$ cat src/rtl/core/pt4m_pkg.sv
// Shared types, constants and helpers for the pT/eta/phi to four-momentum block.
package pt4m_pkg;

    // Fixed-point fractions are Q30
    localparam int          FRAC_BITS  = 30;
    localparam logic [31:0] PI_Q30     = 32'd3373259426;
    localparam logic [29:0] LN2_Q30    = 30'd744261118;
    localparam logic [30:0] Q_ONE      = 31'h4000_0000;

    // Series lengths
    localparam int TRIG_TERMS = 14;
    localparam int EXP_TERMS  = 16;

    // Largest ln2 multiple contained in |eta|
    localparam int N_MAX = 11;

    // Accumulator update codes of a series cell
    localparam int OP_NONE = 0;
    localparam int OP_ADD  = 1;
    localparam int OP_SUB  = 2;

    // Series accumulator
    typedef logic signed [32:0] t_acc;

    // Per-particle data that rides alongside the series chains
    typedef struct packed {
        logic [15:0] pt;
        logic [1:0]  quad;
        logic        swap;
        logic        neg;
        logic [3:0]  n;
    } t_side;

    // k * ln2 in Q30
    function automatic logic [35:0] ln2_mult(input logic [3:0] k);
        ln2_mult = 36'(k) * 36'(LN2_Q30);
    endfunction

endpackage

$ cat src/rtl/core/pt4m_series_cell.sv
// One Taylor-series cell: term_k = ((term_{k-1} * arg) >> 30) / K, then accumulate.
module pt4m_series_cell #(
    parameter int K    = 1,
    parameter int A_OP = 1,
    parameter int B_OP = 0
) (
    input  logic                 i_clk,
    input  logic                 i_en,
    input  logic [30:0]          i_term,
    input  logic [29:0]          i_arg,
    input  pt4m_pkg::t_acc       i_acc_a,
    input  pt4m_pkg::t_acc       i_acc_b,
    output logic [30:0]          o_term,
    output logic [29:0]          o_arg,
    output pt4m_pkg::t_acc       o_acc_a,
    output pt4m_pkg::t_acc       o_acc_b
);
    import pt4m_pkg::*;

    // exact floor(q / K) for q < 2^30 by round-up reciprocal
    localparam int          L  = $clog2(K);
    localparam int          SH = FRAC_BITS + L;
    localparam logic [31:0] M  = 32'(((64'd1 << SH) + 64'(K) - 64'd1) / 64'(K));

    logic [60:0] r_p1;
    logic [29:0] r_arg1;
    t_acc        r_acc_a1;
    t_acc        r_acc_b1;
    logic [61:0] r_p2;
    logic [29:0] r_arg2;
    t_acc        r_acc_a2;
    t_acc        r_acc_b2;
    logic [30:0] w_term;
    t_acc        w_term_s;

    // stage A: term * arg; stage B: quotient by reciprocal
    always_ff @(posedge i_clk) begin
        if (i_en) begin
            r_p1     <= 61'(i_term) * 61'(i_arg);
            r_arg1   <= i_arg;
            r_acc_a1 <= i_acc_a;
            r_acc_b1 <= i_acc_b;
            r_p2     <= 62'(r_p1[59:30]) * 62'(M);
            r_arg2   <= r_arg1;
            r_acc_a2 <= r_acc_a1;
            r_acc_b2 <= r_acc_b1;
        end
    end

    assign w_term   = 31'(r_p2 >> SH);
    assign w_term_s = t_acc'({2'b00, w_term});
    assign o_term   = w_term;
    assign o_arg    = r_arg2;

    // accumulate the new term where this order contributes
    always_comb begin
        unique case (A_OP)
            OP_ADD:  o_acc_a = r_acc_a2 + w_term_s;
            OP_SUB:  o_acc_a = r_acc_a2 - w_term_s;
            default: o_acc_a = r_acc_a2;
        endcase
        unique case (B_OP)
            OP_ADD:  o_acc_b = r_acc_b2 + w_term_s;
            OP_SUB:  o_acc_b = r_acc_b2 - w_term_s;
            default: o_acc_b = r_acc_b2;
        endcase
    end

endmodule

$ cat config.mk
export PLATFORM = sky130hd
export DESIGN_NAME = pt4m_series_cell
export DESIGN_NICKNAME = d
export VERILOG_FILES = /design/src/rtl/core/pt4m_pkg.sv /design/src/rtl/core/pt4m_series_cell.sv
export SDC_FILE = /design/constraint.sdc
export NUM_CORES = 2
export LEC_CHECK = 0
export BUFFER_PORTS_ARGS = -buffer_cell sky130_fd_sc_hd__buf_2
export CORE_MARGIN = 2
export CORE_UTILIZATION = 35
export CTS_BUF_LIST = sky130_fd_sc_hd__clkbuf_2
export DETAILED_ROUTE_END_ITERATION = 7
export PLACE_DENSITY = 0.51
export SYNTH_ARGS = -nofsm -noshare
export SYNTH_HDL_FRONTEND = slang
export SYNTH_SLANG_ARGS = --single-unit
$ cat constraint.sdc
create_clock -name i_clk -period 7.1 [get_ports i_clk]
set_clock_uncertainty 0.15 [all_clocks]
set_input_delay 0.71 -clock i_clk [delete_from_list [all_inputs] [get_ports i_clk]]
set_output_delay 0.71 -clock i_clk [all_outputs]
set_load 0.005 [all_outputs]
==> results.cfg <==
[place]
dp_hpwl_microns = 92700
io_buffers = 254
dpl-instance-area_sq_um = 44700
gp_congestion = 0.870
place_ws_ns = -1.10

[floorplan]
dieArea_sq_um = 114000
num_rows = 122
start_util = 0.352
core_sq_um = 111000
die_w_microns = 338
ioPinCount = 256
die_h_microns = 338

[yosys]
synthArstFlopShare = 0
syn-cell-area_sq_um = 38900
synth.distinct_cells = 65
yosys-top-cells-count = inv_1, fa_1, and2_1, nand2_1, ha_1
seq_area_frac_synth = 0.194
synthCells = 3787
synth_top_cell_area_share = 0.415
ys_ff_latch = 252
syn_avg_cell_area_sq_um = 10.3
synth_top_cell_by_area = fa_1
yosys-top-cells-area = fa_1, edfxtp_1, and2_1, ha_1, inv_1
syn_nets = 4993
yosysMostFrequentCell = inv_1
ys.flop_type = edfxtp_1
synth-edff-count = 252
yosysWarnings = 0

[cts]
clk_latency_ns = 1.21
path_clk_slew_ns = 0.08
cts_buffers = 73
clockBufferDepth = 3
cts_max_level = 3
root_buffer = clkbuf_2
cts.sinks = 252
cts_tree = built

[timing]
period_needed_ns = 7.00
rsz0062_at_grt = false
setup-tns-final_ns = 0
maxSlewHeadroom = 0.349
finalMaxSlewViolations = 0
finalSetupViolCount = 0
fmax_ghz = 0.143
finalHoldViolations = 0
fin_ws_ns = 0.104
fin_crit_sh = 0.985
max_slew.worst_pin.slew_ns = 0.976

[critical_path]
setup.worst_path.class = input port to flop
worstSetupStartpointType = input port
end_kind = flop
arrival_ns = 7.79
required_ns = 7.90
crit_fanout = 13

[flow_run]
cap_violations = 0

[route]
routed_via_density = 4.60
wl_microns = 112000
drtIter0Drc = 1456
drc = 0
dr.pass1.iters = 5
vias = 27500
antenna_left = 0
routedWlPerCell_microns = 18.7

[global_routing]
grt_start_max_net_pins = 131
globalRouteOverflowTotal = 0
antenna_found_initial = 10
grt_pass1_wl_microns = 175000
first_global_vias = 29800
grt_usage = 0.202

[final_layout]
num-fill-cells = 10900
nNetsFinal = 5630
area_delta_synth_final_pct = 20.7
final_area_sq_um = 47000
drive_gt1_frac = 0.181

[min_path]
hold_class = input port to flop

[status]
status = completed
-- critical path, cell delays in order --
cell           delay [ns]
buf_6                0.16
dlygate4sd3_1        0.58
buf_4                0.14
nand2_1              0.07
fa_1                 0.50
inv_1                0.06
fa_1                 0.47
inv_1                0.05
fa_1                 0.49
fa_1                 0.58
fa_1                 0.43
fa_1                 0.52
buf_4                0.14
inv_1                0.05
ha_1                 0.27
ha_1                 0.29
ha_1                 0.24
a2111oi_4            0.36
o21ai_2              0.11
a221oi_2             0.23
buf_4                0.17
o311ai_1             0.08
a21o_1               0.24
nand2_4              0.13
o311ai_4             0.13
or4_1                0.49
nand4_1              0.08
-- kinds of logic (layout without fill, tap and decap cells) --
| logic type | after synthesis | count (layout) | synth area share |
|---|---|---|---|
| compound gates | 232 | 232 | 0.0408 |
| xor+xnor | 61 | 61 | 0.0137 |
| fa+ha+maj | 1077 | 1077 | 0.502 |
| buf+inv | 1063 | 1750 | 0.103 |
| flops | 252 | 252 | 0.194 |
| other cells | 1 | 6 | 0.0000963 |
| simple gates | 1101 | 1101 | 0.147 |
-- cell type report --
cell class / count / area (sq um) / area share
Clock buffer: 94 / 470 / 0.0100
Antenna cell: 5 / 12.5 / 0.000266
Tap cell: 1488 / 1860 / 0.0396
Multi-Input combinational cell: 2472 / 27800 / 0.591
Inverter: 870 / 3270 / 0.0695
Timing Repair Buffer: 755 / 5860 / 0.125
Clock inverter: 31 / 180 / 0.00383
Sequential cell: 252 / 7570 / 0.161
-- final timing paths --
kind	slack [ns]	startpoint	depth (start not counted)	to
hold reg to reg	0.18	r_p1[48]$_DFFE_PP_	0	r_p2[48]$_DFFE_PP_
setup / recovery	0.10	i_arg[20]	27	r_p1[59]$_DFFE_PP_
hold / removal	0.18	i_arg[21]	2	r_arg1[21]$_DFFE_PP_
setup reg to reg	6.16	r_acc_b1[16]$_DFFE_PP_	0	o_acc_b[16]$_DFFE_PP_
-- flip-flops by register name (all words and copies together) (netlist names) --
register / flops
r_arg1: 30
r_acc_a1: 33
r_p2: 30
r_p1: 30
o_acc_b: 33
o_arg: 30
r_acc_a2: 33
r_acc_b1: 33
-- per-layer routing --
| layer | GRT usage | share of wire |
|---|---|---|
| met1 | 0.297 | 0.48 |
| met2 | 0.313 | 0.45 |
| met3 | 0.0357 | 0.061 |
| met4 | 0.0361 | 0.013 |
| met5 | 0 | 0 |
-- metrics by stage --
| stage | hold WS, ns | std cells | util |
|---|---|---|---|
| 3_5_place_dp | 0.255 | 5698 | 0.404 |
| 6_report | 0.181 | 5967 | 0.425 |
| 2_1_floorplan | 0.250 | 3787 | - |
| 5_1_grt | 0.0392 | 5966 | 0.425 |
| 4_1_cts | 0.00112 | 5948 | 0.421 |
| 3_3_place_gp | 0.251 | 5698 | 0.404 |
-- cell usage in the layout (no fill, tap or decap), drive strengths merged, types with 4 or more instances in the layout --
cell	n
a211oi	4
a21o	36
a21oi	68
a31oi	4
a41oi	6
and2	555
and3	13
and4	4
buf	620
clkbuf	103
clkinv	25
diode	5
dlygate4sd3	123
edfxtp	252
fa	807
ha	270
inv	873
nand2	416
nand3	15
nand4	14
nor2	48
nor2b	5
nor3	17
o2111ai	5
o211a	4
o211ai	8
o21a	11
o21ai	41
o21bai	6
o31ai	5
xnor2	43
xor2	18
-- what timing repair did --
action                                  4_1_cts  5_1_grt
hold buffers                                125        2
gates resized for setup                       0       77
hold endpoints to repair                    139        2
endpoints found under the setup margin        0       14
setup buffers                                 0       12
Power is left out: the tool's default activity adds up to more than one toggle a clock period on the data nets, which glitch-free logic cannot reach.
